**src/hdl/kpms_pkg.sv**
```systemverilog
// Types and codes of the key press mode selector.
package kpms_pkg;

	localparam logic [1:0] PH_IDLE  = 2'd0;
	localparam logic [1:0] PH_PRESS = 2'd1;
	localparam logic [1:0] PH_LONG  = 2'd2;

	localparam logic [1:0] EV_NONE  = 2'd0;
	localparam logic [1:0] EV_SHORT = 2'd1;
	localparam logic [1:0] EV_LONG  = 2'd2;

	localparam logic [2:0] MODE_LAST = 3'd4;
	localparam logic [1:0] OHM_LAST  = 2'd3;

	localparam int unsigned CFG_INDEX_W = 8;
	localparam logic [CFG_INDEX_W-1:0] REG_DEBOUNCE   = 8'd0;
	localparam logic [CFG_INDEX_W-1:0] REG_LONG_PRESS = 8'd1;

	localparam logic [15:0] DEBOUNCE_RESET   = 16'd20;
	localparam logic [15:0] LONG_PRESS_RESET = 16'd1000;

	typedef struct packed {
		logic [1:0]  phase;
		logic [31:0] press_stamp;
		logic        prev_level;
		logic [2:0]  mode;
		logic        vrange;
		logic [1:0]  rrange;
	} kpms_state_t;

	typedef struct packed {
		logic [15:0] debounce_ms;
		logic [15:0] long_press_ms;
	} kpms_cfg_t;

endpackage

```
**src/hdl/key_press_mode_selector.sv**
```systemverilog
// Top level of the key press mode selector: input register, step logic, result register.
// The input register feeds kpms_step; its result and the next state are registered together at adv.
// Throughput: one poll per cycle unless stalled; the state update is one pass of kpms_step.
// A stalled result holds the result stage; input is still taken while stage one is free.
// Reset (arst_n low, asynchronous): phase idle, all state zero, debounce 20 ms,
// long press 1000 ms, both stages empty.
module key_press_mode_selector (
	input  logic        clk,
	input  logic        arst_n,
	input  logic        s_tvalid,
	output logic        s_tready,
	input  logic [39:0] s_tdata,   // key_level [0], now_ms [32:1], zero [39:33]
	output logic        m_tvalid,
	input  logic        m_tready,
	output logic [15:0] m_tdata,   // key_event [1:0], main_mode [4:2], volt_range [5],
	                               // ohm_range [7:6], press_phase [9:8], zero [15:10]
	input  logic        cfg_valid,
	output logic        cfg_ready,
	input  logic [kpms_pkg::CFG_INDEX_W-1:0] cfg_index,
	input  logic [15:0] cfg_data
);

	logic                  v_s1;
	logic                  key_s1;
	logic [31:0]           now_s1;
	logic                  v_s2;
	logic [15:0]           data_s2;
	kpms_pkg::kpms_state_t state_q;
	kpms_pkg::kpms_state_t state_nxt;
	kpms_pkg::kpms_cfg_t   cfg_q;
	logic [1:0]            event_nxt;
	logic                  adv;

	assign adv       = v_s1 && (!v_s2 || m_tready);
	assign s_tready  = !v_s1 || !v_s2 || m_tready;
	assign cfg_ready = 1'b1;
	assign m_tvalid  = v_s2;
	assign m_tdata   = data_s2;

	kpms_step u_step (
		.cur       (state_q),
		.cfg       (cfg_q),
		.key_level (key_s1),
		.now_ms    (now_s1),
		.nxt       (state_nxt),
		.key_event (event_nxt)
	);

	always_ff @(posedge clk or negedge arst_n) begin
		if (!arst_n) begin
			cfg_q.debounce_ms   <= kpms_pkg::DEBOUNCE_RESET;
			cfg_q.long_press_ms <= kpms_pkg::LONG_PRESS_RESET;
		end else if (cfg_valid) begin
			if (cfg_index == kpms_pkg::REG_DEBOUNCE) begin
				cfg_q.debounce_ms <= cfg_data;
			end else if (cfg_index == kpms_pkg::REG_LONG_PRESS) begin
				cfg_q.long_press_ms <= cfg_data;
			end
		end
	end

	always_ff @(posedge clk or negedge arst_n) begin
		if (!arst_n) begin
			v_s1    <= 1'b0;
			v_s2    <= 1'b0;
			state_q <= '0;
		end else begin
			if (s_tvalid && s_tready) begin
				v_s1 <= 1'b1;
			end else if (adv) begin
				v_s1 <= 1'b0;
			end
			if (adv) begin
				v_s2    <= 1'b1;
				state_q <= state_nxt;
			end else if (m_tready) begin
				v_s2 <= 1'b0;
			end
		end
	end

	always_ff @(posedge clk) begin
		if (s_tvalid && s_tready) begin
			key_s1 <= s_tdata[0];
			now_s1 <= s_tdata[32:1];
		end
		if (adv) begin
			data_s2 <= {6'd0, state_nxt.phase, state_nxt.rrange, state_nxt.vrange,
				state_nxt.mode, event_nxt};
		end
	end

endmodule

```
**src/hdl/kpms_step.sv**
```systemverilog
// Next-state and event logic for one key poll.
module kpms_step (
	input  kpms_pkg::kpms_state_t cur,
	input  kpms_pkg::kpms_cfg_t   cfg,
	input  logic                  key_level,
	input  logic [31:0]           now_ms,
	output kpms_pkg::kpms_state_t nxt,
	output logic [1:0]            key_event
);

	logic [31:0] held;
	logic        debounced;
	logic        long_hit;

	assign held      = now_ms - cur.press_stamp;
	assign debounced = held >= {16'd0, cfg.debounce_ms};
	assign long_hit  = held >= {16'd0, cfg.long_press_ms};

	always_comb begin
		nxt            = cur;
		key_event      = kpms_pkg::EV_NONE;
		nxt.prev_level = key_level;
		unique case (cur.phase)
			kpms_pkg::PH_PRESS: begin
				if (debounced) begin
					if (key_level) begin
						if (long_hit) begin
							nxt.mode  = (cur.mode >= kpms_pkg::MODE_LAST) ? 3'd0
								: cur.mode + 3'd1;
							key_event = kpms_pkg::EV_LONG;
							nxt.phase = kpms_pkg::PH_LONG;
						end
					end else begin
						if (cur.mode == 3'd1 || cur.mode == 3'd2) begin
							nxt.vrange = ~cur.vrange;
						end
						if (cur.mode == 3'd3) begin
							nxt.rrange = (cur.rrange >= kpms_pkg::OHM_LAST) ? 2'd0
								: cur.rrange + 2'd1;
						end
						key_event = kpms_pkg::EV_SHORT;
						nxt.phase = kpms_pkg::PH_IDLE;
					end
				end
			end
			kpms_pkg::PH_LONG: begin
				if (!key_level) begin
					nxt.phase = kpms_pkg::PH_IDLE;
				end
			end
			default: begin
				if (key_level && !cur.prev_level) begin
					nxt.press_stamp = now_ms;
					nxt.phase       = kpms_pkg::PH_PRESS;
				end
			end
		endcase
	end

endmodule

```
**config.mk**
```make
export PLATFORM = sky130hd
export DESIGN_NAME = key_press_mode_selector
export DESIGN_NICKNAME = d
export VERILOG_FILES = /design/src/hdl/kpms_pkg.sv /design/src/hdl/key_press_mode_selector.sv /design/src/hdl/kpms_step.sv
export SDC_FILE = /design/constraint.sdc
export NUM_CORES = 1
export LEC_CHECK = 0
export BUFFER_PORTS_ARGS = -buffer_cell sky130_fd_sc_hd__buf_2
export CORE_UTILIZATION = 45
export DETAILED_ROUTE_END_ITERATION = 16
export PLACE_DENSITY = 0.71
export SETUP_SLACK_MARGIN = 0.02
export SYNTH_ARGS = -nofsm -noshare
export SYNTH_HDL_FRONTEND = slang
export SYNTH_SLANG_ARGS = --single-unit
```
**constraint.sdc**
```tcl
create_clock -name clk -period 8.2 [get_ports clk]
set_clock_uncertainty 0.05 [all_clocks]
set_input_delay 1.64 -clock clk [delete_from_list [all_inputs] [get_ports clk]]
set_output_delay 1.64 -clock clk [all_outputs]
set_load 0.1 [all_outputs]
```
Word-level counts from Yosys, hierarchy flattened
Cells that the tools add are included.
W data, S select, Z words.

word-level totals
  logic and storage cells = 71
  bits in read-only memories = 0
  bits in writable memories = 0
  input bits = 69
  bits in latches = 0
  memories kept = 0
  bits in registers = 118

operators by class
  equal/unequal tests = 6
  $lt $le $gt $ge = 4
  shift operators = 0
  bitwise logic cells = 3
  mux-type cells = 21
  reduce and logical (&&, ||, !) cells = 19
  divide/modulo/power cells = 0
  add/sub/neg operators = 3
  multipliers = 0

operators with widths
  cell                   count
  $ge A32 B16 Y1         2
  $mux W34               1
  $sub A32 B32 Y32       1
  $mux W2                7
  $mux W3                4
  $mux W6                2
  $reduce_and A3 Y1      3
  $eq A8 B1 Y1 const B   1
  $logic_not A8 Y1       1
  $eq A3 B2 Y1 const B   2
  $mux W1                6
  $logic_or A1 B1 Y1     4
  $pmux W2 S2            1
  $reduce_and A2 Y1      2
  $reduce_bool A2 Y1     2
  $add A3 B1 Y3 const B  1
  $eq A3 B1 Y1 const B   1
  $ge A3 B3 Y1 const B   1
  $logic_and A1 B1 Y1    3
  $logic_not A1 Y1       3
  $not A1 Y1             3
  $add A2 B1 Y2 const B  1
  $eq A2 B1 Y1 const B   1
  $eq A2 B2 Y1 const B   1
  other kinds (2)        2

Depth between registers and ports, before layout
Gate-level depths: netlist of run 1.

  depth after elaboration = 6
  mapped depth = 21
  gate-level depth less buffers = 21

Cells and area by module
A second synthesis of run 1 with hierarchy kept.

second synthesis, totals
  cell total of the unflattened synthesis = 719
  area total of the unflattened synthesis = 7848.8 um^2

by module, submodules not included
  module                   seq. area each (um^2)  area each (um^2)  cells each  instances
  key_press_mode_selector  3178.0                 4271.6            218         1
  kpms_step                0.0                    3577.2            501         1

Worst setup path after synthesis of run 1
Ideal clock, no wire load.

  kind = input port to output port
  from = input m_tready
  to = output s_tready
  arrival time = 2.462 ns
  required time = 6.510 ns
  setup slack = 4.048 ns
  stages = 1
  cells stage by stage = nand3b_1

between the ends
  longest elaborated chain between the ends = 1

RTL lines
  what                line                           text
  start: declaration  key_press_mode_selector.sv:14  input logic m_tready,
  $logic_or A1 B1 Y1  key_press_mode_selector.sv:35  assign s_tready = !v_s1 || !v_s2 || m_tready;
  end: declaration    key_press_mode_selector.sv:11  output logic s_tready,

No other way between the ends.

==> results of run 1 <==
## worst max path at each step
stage | from | cells past startpoint | endpoint | slack [ns]
after floorplan | m_tready | 1 | s_tready | 4.05
after global placement | state_q[7] | 16 | m_tdata[3] | 3.62
after detailed placement | state_q[7] | 16 | m_tdata[4] | 3.55
after CTS | state_q[7] | 16 | m_tdata[4] | 3.51
after global routing | now_s1[0] | 17 | m_tdata[4] | 3.16
final | state_q[7] | 16 | m_tdata[3] | 3.53
## registers in the layout (all words and copies together), names as in the netlist
signal / count
cfg_q: 32
now_s1: 32
state_q: 41
m_tvalid: 1
m_tdata: 10
v_s1: 1
key_s1: 1
## cells in the final DEF, fill, tap and decap left out, types with 9 or more instances in the layout
| cell type | n |
|---|---|
| edfxtp_1 | 43 |
| buf_2 | 72 |
| nand2_1 | 53 |
| nor2_1 | 28 |
| ha_1 | 71 |
| xor2_1 | 11 |
| nand3_1 | 10 |
| mux2_2 | 53 |
| a21o_1 | 18 |
| dfrtp_1 | 67 |
| a211oi_1 | 9 |
| a21oi_1 | 39 |
| nand2b_1 | 12 |
| nand4_1 | 13 |
| o21a_1 | 9 |
| xnor2_1 | 10 |
| inv_1 | 78 |
| nor3_1 | 11 |
| o21ai_0 | 39 |
| clkbuf_16 | 17 |
## power breakdown
group / internal, mW / switching, mW / total (mW)
Combinational: 0.665 / 1.01 / 1.68
Sequential: 0.755 / 0.0698 / 0.825
Clock: 0.480 / 0.254 / 0.734
Total: 1.90 / 1.33 / 3.23
## per-layer routing
metal | GRT usage | vias up
met5 | 0 | -
met3 | 0.0460 | 14
met1 | 0.255 | 2536
li1 | - | 2755
met2 | 0.301 | 89
met4 | 0.0669 | 0
## worst register-to-register path, stage by stage, from the launching register on
cell and delay, ns:
dfrtp_1 0.38, ha_1 0.22, fa_1 0.41, and2b_1 0.25
o2111ai_2 0.18, nand2_1 0.18, a21boi_0 0.14, nand2b_1 0.16
nand2b_1 0.08, xor2_1 0.25, ha_1 0.29, a2111oi_0 0.44
a21oi_1 0.12, a21oi_1 0.25, o2111ai_1 0.22, o31ai_4 0.45
mux2_1 0.37
## through the flow
stage | std cells | area, um^2 | util
after global routing | 1021 | 8580 | 0.535
after floorplan | 728 | 7510 | -
after global placement | 989 | 8000 | 0.498
after detailed placement | 989 | 8000 | 0.498
final | 1021 | 8580 | 0.535
after CTS | 1021 | 8580 | 0.535
## synth_stat cells, drive strengths merged, types with 5 or more instances
| library cell | instances | share of area |
|---|---|---|
| nand2 | 54 | 0.027 |
| o31ai | 7 | 0.0089 |
| xor2 | 11 | 0.013 |
| nand2b | 12 | 0.010 |
| buf | 20 | 0.017 |
| a21oi | 43 | 0.031 |
| mux2 | 59 | 0.090 |
| nor4 | 5 | 0.0042 |
| ha | 71 | 0.12 |
| edfxtp | 43 | 0.17 |
| o21a | 10 | 0.010 |
| dfrtp | 67 | 0.22 |
| nor2 | 29 | 0.015 |
| a2111oi | 5 | 0.0084 |
| and2 | 5 | 0.0042 |
| o211ai | 7 | 0.0070 |
| o21ai | 43 | 0.029 |
| clkbuf | 10 | 0.0050 |
| nand3 | 10 | 0.0067 |
| xnor2 | 10 | 0.012 |
| a21o | 19 | 0.019 |
| nand4 | 13 | 0.011 |
| nor3 | 13 | 0.011 |
| inv | 78 | 0.039 |
| dfstp | 8 | 0.028 |
| a211oi | 10 | 0.011 |
## kinds of logic after synthesis
group,share of synthesized area
AO/OA/AOI/OAI,0.163
AND/OR/NAND/NOR,0.114
flip-flops,0.424
buffers and inverters,0.0607
adder cells (fa/ha/maj),0.121
multiplexers,0.0916
XOR/XNOR,0.0246
other,0.00100
## layout make-up
cell class                      instances  area, um^2  area share
Multi-Input combinational cell        502        3880       0.452
Sequential cell                       118        3180       0.370
Clock buffer                           21         450      0.0525
Timing Repair Buffer                   75         383      0.0446
Inverter                               78         293      0.0341
Tap cell                              216         270      0.0315
Clock inverter                         11         133      0.0154
==> flow_metrics.env, run 1 <==
export IMPL_antenna_violating_nets_post_route=0
export IMPL_yosysSeqAreaShare=0.424
export IMPL_crit_chain="ha_1 > fa_1 > and2b_1 > o2111ai_2 > nand2_1 > a21boi_0 > nand2b_1 > nand2b_1 > xor2_1 > ha_1 > a2111oi_0 > a21oi_1 > a21oi_1 > o2111ai_1 > o31ai_4 > mux2_1"
export IMPL_reg2reg_to="m_tdata[3]"
export IMPL_globalRouteTotalUtil=0.191
export IMPL_design_die_area_um2=17200
export IMPL_route_final_wire_length_um=14800
export IMPL_largest_net_degree_at_the_start_of_global_routing=76
export IMPL_totalNegativeSetupSlack_ns=0
export IMPL_power_per_cell_area_nw_per_um2=377
export IMPL_postSynthCellCount=723
export IMPL_synth_enable_flop_cells=43
export IMPL_drv_max_cap_violation_count=0
export IMPL_detail_route_first_pass_iterations=5
export IMPL_horizontal_extent_of_the_die_um=131
export IMPL_fin_total_pwr_mw=3.23
export IMPL_peakVddDrop_mv=0.168
export IMPL_antenna_violations_before_repair=0
export IMPL_worstMarginPinSlew_ns=0.950
export IMPL_place_ws_ns=3.55
export IMPL_cp_arrival_ns=4.79
export IMPL_post_cts_buffers=0
export IMPL_io_buffer_count=73
export IMPL_max_freq_mhz=214
export IMPL_routed_top_layer="met4"
export IMPL_slowest_stage="o31ai_4"
export IMPL_critPathLaunchType="register"
export IMPL_vias=5394
export IMPL_setup_violations_final=0
export IMPL_worst_path_dominant_cell_family="compound AO/OA/AOI/OAI gates"
export IMPL_setup_repair_after_global_routing_missed_its_margin="no"
export IMPL_wire_length_of_the_first_global_routing_pass_um=25000
export IMPL_final_nets=933
export IMPL_postCtsResizedCells=0
export IMPL_drt_iter0_markers=345
export IMPL_mappedNetlistArea_um2=7490
export IMPL_core_area_um2=16100
export IMPL_row_count=46
export IMPL_remaining_drc_errors=0
export IMPL_clock_tree_htree_level_count=4
export IMPL_top_level_ports=88
export IMPL_post_route_min_period_ns=4.67
export IMPL_hp_start="state_q[2]"
export IMPL_met3_wire_length_um=502
export IMPL_gp_congestion=0.880
export IMPL_critPathKind="register to register"
export IMPL_start_util=0.466
export IMPL_critPathBufInv=0
export IMPL_met2RoutedLength_um=6850
export IMPL_timing_hold_violations_final=0
export IMPL_cts_tree="yes"
export IMPL_leakagePower_nw=3.88
export IMPL_fillers=1409
export IMPL_share_of_layout_cells_above_drive_strength_1=0.234
export IMPL_reg_to_reg_start="state_q[7]"
export IMPL_worst_hold_path_type="register to register"
export IMPL_critical_path_peak_fanout=7
export IMPL_cts_hold_buffers=0
export IMPL_async_reset_ff_frac=0.636
export IMPL_syn_area_per_cell_um2=10.4
export IMPL_timing_critical_path_required_ns=8.32
export IMPL_ctsRootBufferMaster="clkbuf_16"
export IMPL_synth_distinct_cells=73
export IMPL_regToRegSetupSlack_ns=3.53
export IMPL_insertedDiodeCount=0
export IMPL_reg_clk_slew_reported_paths_ns=0.05
export IMPL_clock_latency_ns=0.42
export IMPL_whs_path_depth=1
export IMPL_holdWs_ns=0.436
export IMPL_clock_sinks=118
export IMPL_ys_flop_type="dfrtp_1"
export IMPL_numCtsBuffers=17
export IMPL_avgViaCountPerCell=5.28
export IMPL_holdPathEnd="state_q[2]"
export IMPL_timing_max_slew_rel_slack=0.367
export IMPL_layout_worst_path_cycle_share=0.569
export IMPL_flip_flop_and_latch_count_after_synthesis=118
export IMPL_post_drt_wl_per_cell_um=14.5
export IMPL_dpl_hpwl_um=11100
export IMPL_met1_length_um=7300
export IMPL_run_status="finished, final reports clean"
export IMPL_final_critical_path_setup_slack_ns=3.53
export IMPL_grt_ovfl_total=0
export IMPL_worst_r2r_path_depth=16
export IMPL_clock_tree_buffer_depth=2
export IMPL_critical_path_max_stage_delay_ns=0.45
export IMPL_setup_worst_path_end_class="register"
export IMPL_yosysWarnings=0
export IMPL_die_h_um=131
export IMPL_area_growth_pct=14.6
export IMPL_finalMaxSlewViolations=0
export IMPL_grt_pass1_vias=5176
Power figures use the tool's default switching activity.
==> inputs of run 2 (changes only) <==
Settings changed: PLACE_DENSITY 0.71 to 0.74.
Clock period 8.2 ns to 3.8 ns, I/O delays scaled along.
==> run 2 against run 1 <==
Against the previous run:
- worst setup slack worse by 3.9 ns
- critical path type unchanged
- non-clock buffer count up 80
- cell area up 9.5%
- register-to-register slack worse by 3.9 ns
- the flow now finishes with violations (setup timing)
- via count up 6.9%
- combinational power rose to 2.8 times the previous value
- die area unchanged
- hold slack worse by 0.0027 ns
- sequential cell count unchanged
==> flow_metrics.env, run 2 (synthesis results as in run 1) <==
export IMPL_reg_largest_list="state_q (41), cfg_q (32), now_s1 (32)"
export IMPL_cts_tree="yes"
export IMPL_crit_chain="inv_2 > ha_4 > fa_2 > and2b_2 > o2111ai_4 > nand2_2 > a21boi_2 > nand2b_1 > nand2b_1 > xor2_2 > ha_4 > o21ai_2 > nand2b_1 > a21oi_2 > nor3b_2 > a21oi_2 > buf_4 > o2111ai_4 > o31ai_4 > buf_6 > mux2_4"
export IMPL_slowest_stage="edfxtp_1"
export IMPL_run_status="finished with violations"
export IMPL_route_final_wire_length_um=16300
export IMPL_drt_iter0_markers=324
export IMPL_critPathLaunch="now_s1[0]"
export IMPL_cp_arrival_ns=4.24
export IMPL_area_growth_pct=25.6
export IMPL_most_common_layout_cells="81 x buf_4, 77 x inv_1, 72 x buf_2"
export IMPL_worstMarginPinSlew_ns=0.972
export IMPL_clock_tree_htree_level_count=4
export IMPL_design_area_um2=9400
export IMPL_core_area_um2=16100
export IMPL_avgViaCountPerCell=5.24
export IMPL_antenna_violating_nets_post_route=0
export IMPL_fillers=1367
export IMPL_dpl_hpwl_um=11700
export IMPL_reg2reg_to="m_tdata[2]"
export IMPL_power_per_cell_area_nw_per_um2=839
export IMPL_critical_path_peak_fanout=6
export IMPL_final_critical_path_setup_slack_ns=-0.336
export IMPL_hp_start="v_s1"
export IMPL_antenna_violations_before_repair=0
export IMPL_setup_worst_path_end_class="register"
export IMPL_ctsRootBufferMaster="clkbuf_16"
export IMPL_io_buffer_count=73
export IMPL_grt_pass1_vias=5564
export IMPL_remaining_drc_errors=0
export IMPL_top_level_ports=88
export IMPL_numCtsBuffers=17
export IMPL_final_nets=1013
export IMPL_setup_repair_after_global_routing_missed_its_margin="yes"
export IMPL_worst_r2r_path_depth=21
export IMPL_fin_util=0.586
export IMPL_clock_sinks=118
export IMPL_peakVddDrop_mv=0.419
export IMPL_timing_max_slew_rel_slack=0.352
export IMPL_max_freq_mhz=242
export IMPL_drv_max_cap_violation_count=0
export IMPL_wire_length_of_the_first_global_routing_pass_um=26500
export IMPL_globalRouteTotalUtil=0.201
export IMPL_critical_path_max_stage_delay_ns=0.37
export IMPL_share_of_layout_cells_above_drive_strength_1=0.342
export IMPL_layout_worst_path_cycle_share=1.09
export IMPL_horizontal_extent_of_the_die_um=131
export IMPL_whs_path_depth=1
export IMPL_leakagePower_nw=4.29
export IMPL_finalMaxSlewViolations=0
export IMPL_vias=5768
export IMPL_holdPathEnd="m_tvalid"
export IMPL_clock_tree_buffer_depth=2
export IMPL_die_h_um=131
export IMPL_multiInputGateArea_um2=4130
export IMPL_worst_hold_path_type="register to register"
export IMPL_timing_critical_path_required_ns=3.91
export IMPL_insertedDiodeCount=0
export IMPL_post_drt_wl_per_cell_um=14.8
export IMPL_critPathLaunchType="register"
export IMPL_top_register="state_q"
export IMPL_grt_ovfl_total=0
export IMPL_cpMostUsedCell="nand2b_1"
export IMPL_largest_register_ff_count=41
export IMPL_post_route_min_period_ns=4.14
export IMPL_clock_latency_ns=0.42
export IMPL_start_util=0.466
export IMPL_cts_hold_buffers=0
export IMPL_reg_to_reg_start="now_s1[0]"
export IMPL_failed_checks="setup timing"
export IMPL_timing_hold_violations_final=0
export IMPL_critPathKind="register to register"
export IMPL_reg_clk_slew_reported_paths_ns=0.05
export IMPL_design_die_area_um2=17200
export IMPL_detailed_place_area_um2=8550
export IMPL_row_count=46
export IMPL_place_ws_ns=-0.469
export IMPL_gp_congestion=0.902
export IMPL_largest_net_degree_at_the_start_of_global_routing=76
export IMPL_layout_commonest_cell="buf_4"
export IMPL_detail_route_first_pass_iterations=4
export IMPL_regToRegSetupSlack_ns=-0.34
export IMPL_setup_violations_final=18
export IMPL_sequential_cell_area_um2=3180
run 2: cell count changes in the layout (fill, tap and decap cells not counted), sizes merged:
cell    change
bufinv      -2
buf        +80
clkbuf      +2
run 2: layer usage:
layer	track usage	up-vias	share of wire
met3	0.0436	26	0.035
met5	0	-	0
met1	0.262	2723	0.47
met2	0.331	113	0.47
li1	-	2906	-
met4	0.0710	0	0.020
run 2: metrics by stage:
step / TNS, ns / hold slack [ns] / total power [mW] / cells
2_1_floorplan: -0.924 / 0.388 / 4.67 / 728
3_3_place_gp: -4.89 / 0.405 / 5.88 / 1057
3_5_place_dp: -6.32 / 0.422 / 5.96 / 1057
4_1_cts: -3.66 / 0.439 / 7.63 / 1095
5_1_grt: -8.36 / 0.454 / 8.48 / 1101
6_report: -5.00 / 0.434 / 7.89 / 1101
run 2: cell type report:
| cell class | instances | share of cell area |
|---|---|---|
| clock buffer | 23 | 0.0498 |
| clock inverter | 9 | 0.00825 |
| tap | 216 | 0.0287 |
| inverter | 78 | 0.0311 |
| sequential | 118 | 0.338 |
| timing repair buffer | 155 | 0.105 |
| multi-input combinational | 502 | 0.439 |
run 2: worst max path at each step:
stage	endpoint	slack, ns	cells past startpoint
4_1_cts	m_tdata[5]	-0.30	20
3_3_place_gp	m_tdata[3]	-0.40	18
2_1_floorplan	m_tdata[2]	-0.18	17
6_report	m_tdata[2]	-0.34	21
5_1_grt	m_tdata[2]	-0.50	21
3_5_place_dp	m_tdata[3]	-0.47	18
run 2: critical path, delay by kind of cell, from the launching register on:
kind / cells / cell delay, ns
flip-flops: 1 / 0.37
AND/OR/NAND/NOR: 6 / 0.72
adder cells (fa/ha/maj): 3 / 0.58
buffers and inverters: 3 / 0.39
multiplexers: 1 / 0.30
AO/OA/AOI/OAI: 7 / 1.15
XOR/XNOR: 1 / 0.29
run 2: report_power, final:
| group | leakage, nW | internal (mW) | switching, mW | total (mW) |
|---|---|---|---|---|
| Combinational | 2.73 | 2.09 | 2.55 | 4.64 |
| Sequential | 1.29 | 1.63 | 0.154 | 1.78 |
| Clock | 0.264 | 0.925 | 0.542 | 1.47 |
run 2: timing repair:
action	4_1_cts	5_1_grt
setup buffers	6	6
gates resized for setup	25	19
endpoints found under the setup margin	18	18
cloned	0	0
pin swaps	21	18
==> inputs of run 3 (changes only) <==
Settings changed: SKIP_CTS_REPAIR_TIMING set to 1.
==> run 3 against run 2 <==
Against the previous run:
- critical endpoint is now m_tdata[5]
- total power is 0.30% lower
- critical path depth stayed put
- wire length is 0.47% higher
- highest routed layer unchanged
- the flow still finishes with violations (setup timing)
- clock power hardly changed
- worst setup slack worse by 0.025 ns
- hold slack hardly changed
- maximum frequency is 0.59% lower
- final cell count is 0.54% lower
==> flow_metrics.env, run 3 (synthesis results as in run 1) <==
export IMPL_run_status="finished with violations"
export IMPL_failed_checks="setup timing"
export IMPL_clock_sinks=118
export IMPL_core_area_um2=16100
export IMPL_regToRegSetupSlack_ns=-0.36
export IMPL_critical_path_max_stage_delay_ns=0.41
export IMPL_globalRouteTotalUtil=0.197
export IMPL_placed_cells=1057
export IMPL_start_util=0.466
export IMPL_cpMostUsedCell="nand2b_1"
export IMPL_antenna_violations_before_repair=0
export IMPL_timing_hold_violations_final=0
export IMPL_reg_largest_list="state_q (41), cfg_q (32), now_s1 (32)"
export IMPL_worst_path_dominant_cell_family="simple AND/OR/NAND/NOR gates"
export IMPL_detail_route_first_pass_iterations=4
export IMPL_cp_arrival_ns=4.26
export IMPL_top_register="state_q"
export IMPL_avgViaCountPerCell=5.27
export IMPL_io_buffer_count=73
export IMPL_die_h_um=131
export IMPL_most_common_layout_cells="76 x inv_1, 74 x buf_4, 72 x buf_2"
export IMPL_whs_path_depth=1
export IMPL_drt_iter0_markers=326
export IMPL_met3_wire_length_um=503
export IMPL_fillers=1373
export IMPL_design_area_um2=9330
export IMPL_layout_commonest_cell="inv_1"
export IMPL_layout_worst_path_cycle_share=1.09
export IMPL_dpl_hpwl_um=11700
export IMPL_worst_hold_path_type="register to register"
export IMPL_timing_max_slew_rel_slack=0.363
export IMPL_power_per_cell_area_nw_per_um2=843
export IMPL_top_level_ports=88
export IMPL_setup_worst_path_end_class="register"
export IMPL_reg2reg_to="m_tdata[5]"
export IMPL_critical_path_peak_fanout=3
export IMPL_slowest_stage="dfrtp_1"
export IMPL_met2RoutedLength_um=7770
export IMPL_critPathLaunchType="register"
export IMPL_row_count=46
export IMPL_clock_tree_htree_level_count=4
export IMPL_post_drt_wl_per_cell_um=14.9
export IMPL_non_filler_instances=1095
export IMPL_largest_net_degree_at_the_start_of_global_routing=76
export IMPL_post_route_min_period_ns=4.16
export IMPL_area_growth_pct=24.6
export IMPL_insertedDiodeCount=0
export IMPL_grt_pass1_vias=5463
export IMPL_gp_congestion=0.902
export IMPL_cts_tree="yes"
export IMPL_grt_ovfl_total=0
export IMPL_worst_r2r_path_depth=21
export IMPL_share_of_layout_cells_above_drive_strength_1=0.336
export IMPL_reg_clk_slew_reported_paths_ns=0.05
export IMPL_antenna_violating_nets_post_route=0
export IMPL_reg_to_reg_start="state_q[7]"
export IMPL_met1_length_um=7740
export IMPL_holdPathEnd="m_tvalid"
export IMPL_worstMarginPinSlew_ns=0.955
export IMPL_design_die_area_um2=17200
export IMPL_routed_top_layer="met4"
export IMPL_vias=5773
export IMPL_remaining_drc_errors=0
export IMPL_clock_tree_buffer_depth=2
export IMPL_hp_start="v_s1"
export IMPL_numCtsBuffers=17
export IMPL_setup_violations_final=18
export IMPL_setup_repair_after_global_routing_missed_its_margin="yes"
export IMPL_leakagePower_nw=4.26
export IMPL_timing_critical_path_required_ns=3.90
export IMPL_drv_max_cap_violation_count=0
export IMPL_route_final_wire_length_um=16300
export IMPL_crit_chain="ha_4 > fa_2 > and2b_2 > o2111ai_4 > nand2_2 > a21boi_2 > nand2b_1 > nand2b_1 > xor2_2 > ha_4 > o21ai_2 > nand2b_1 > a21oi_2 > nor3b_2 > a21oi_2 > buf_4 > nand4_1 > nor3_4 > buf_6 > nor3_2 > xor2_1"
export IMPL_wire_length_of_the_first_global_routing_pass_um=25900
export IMPL_horizontal_extent_of_the_die_um=131
export IMPL_largest_register_ff_count=41
export IMPL_finalMaxSlewViolations=0
export IMPL_final_critical_path_setup_slack_ns=-0.360
export IMPL_detailed_place_area_um2=8550
export IMPL_final_nets=1007
export IMPL_clock_latency_ns=0.41
export IMPL_critPathKind="register to register"
export IMPL_ctsRootBufferMaster="clkbuf_16"
export IMPL_max_freq_mhz=240
export IMPL_critPathBufInv=2
export IMPL_peakVddDrop_mv=0.410
run 3: area by class of cell:
| type | instances | area, um^2 | area share |
|---|---|---|---|
| inverter | 78 | 293 | 0.0314 |
| multi-input combinational | 502 | 4100 | 0.439 |
| clock inverter | 9 | 77.6 | 0.00831 |
| timing repair buffer | 149 | 950 | 0.102 |
| sequential | 118 | 3180 | 0.341 |
| tap | 216 | 270 | 0.0290 |
| clock buffer | 23 | 468 | 0.0501 |
run 3: through the flow:
stage,hold slack [ns],util,TNS [ns],power (mW),worst slack [ns]
floorplan,0.388,-,-0.924,4.67,-0.176
global placement,0.405,0.532,-4.89,5.88,-0.404
detailed placement,0.422,0.532,-6.32,5.96,-0.469
CTS,0.439,0.566,-6.96,7.49,-0.505
global route,0.454,0.581,-7.96,8.46,-0.576
finish,0.433,0.581,-4.30,7.87,-0.360
run 3: metal layers:
metal | up-vias | track usage
met5 | - | 0
met4 | 0 | 0.0690
met3 | 30 | 0.0432
met2 | 100 | 0.320
met1 | 2752 | 0.259
li1 | 2891 | -
run 3: power breakdown:
part	total (mW)	internal, mW	leakage [nW]	switching, mW
sequential	1.78	1.63	1.29	0.154
combinational	4.62	2.07	2.70	2.55
clock	1.47	0.925	0.264	0.541
total	7.87	4.63	4.26	3.24
run 3: how the worst max path moves through the flow:
| stage | start | endpoint | slack, ns | depth (start not counted) |
|---|---|---|---|---|
| 5_1_grt | state_q[8] | m_tdata[5] | -0.58 | 20 |
| 6_report | state_q[7] | m_tdata[5] | -0.36 | 21 |
| 3_5_place_dp | now_s1[0] | m_tdata[3] | -0.47 | 18 |
| 4_1_cts | now_s1[0] | m_tdata[4] | -0.51 | 18 |
| 2_1_floorplan | now_s1[0] | m_tdata[2] | -0.18 | 17 |
| 3_3_place_gp | now_s1[0] | m_tdata[3] | -0.40 | 18 |
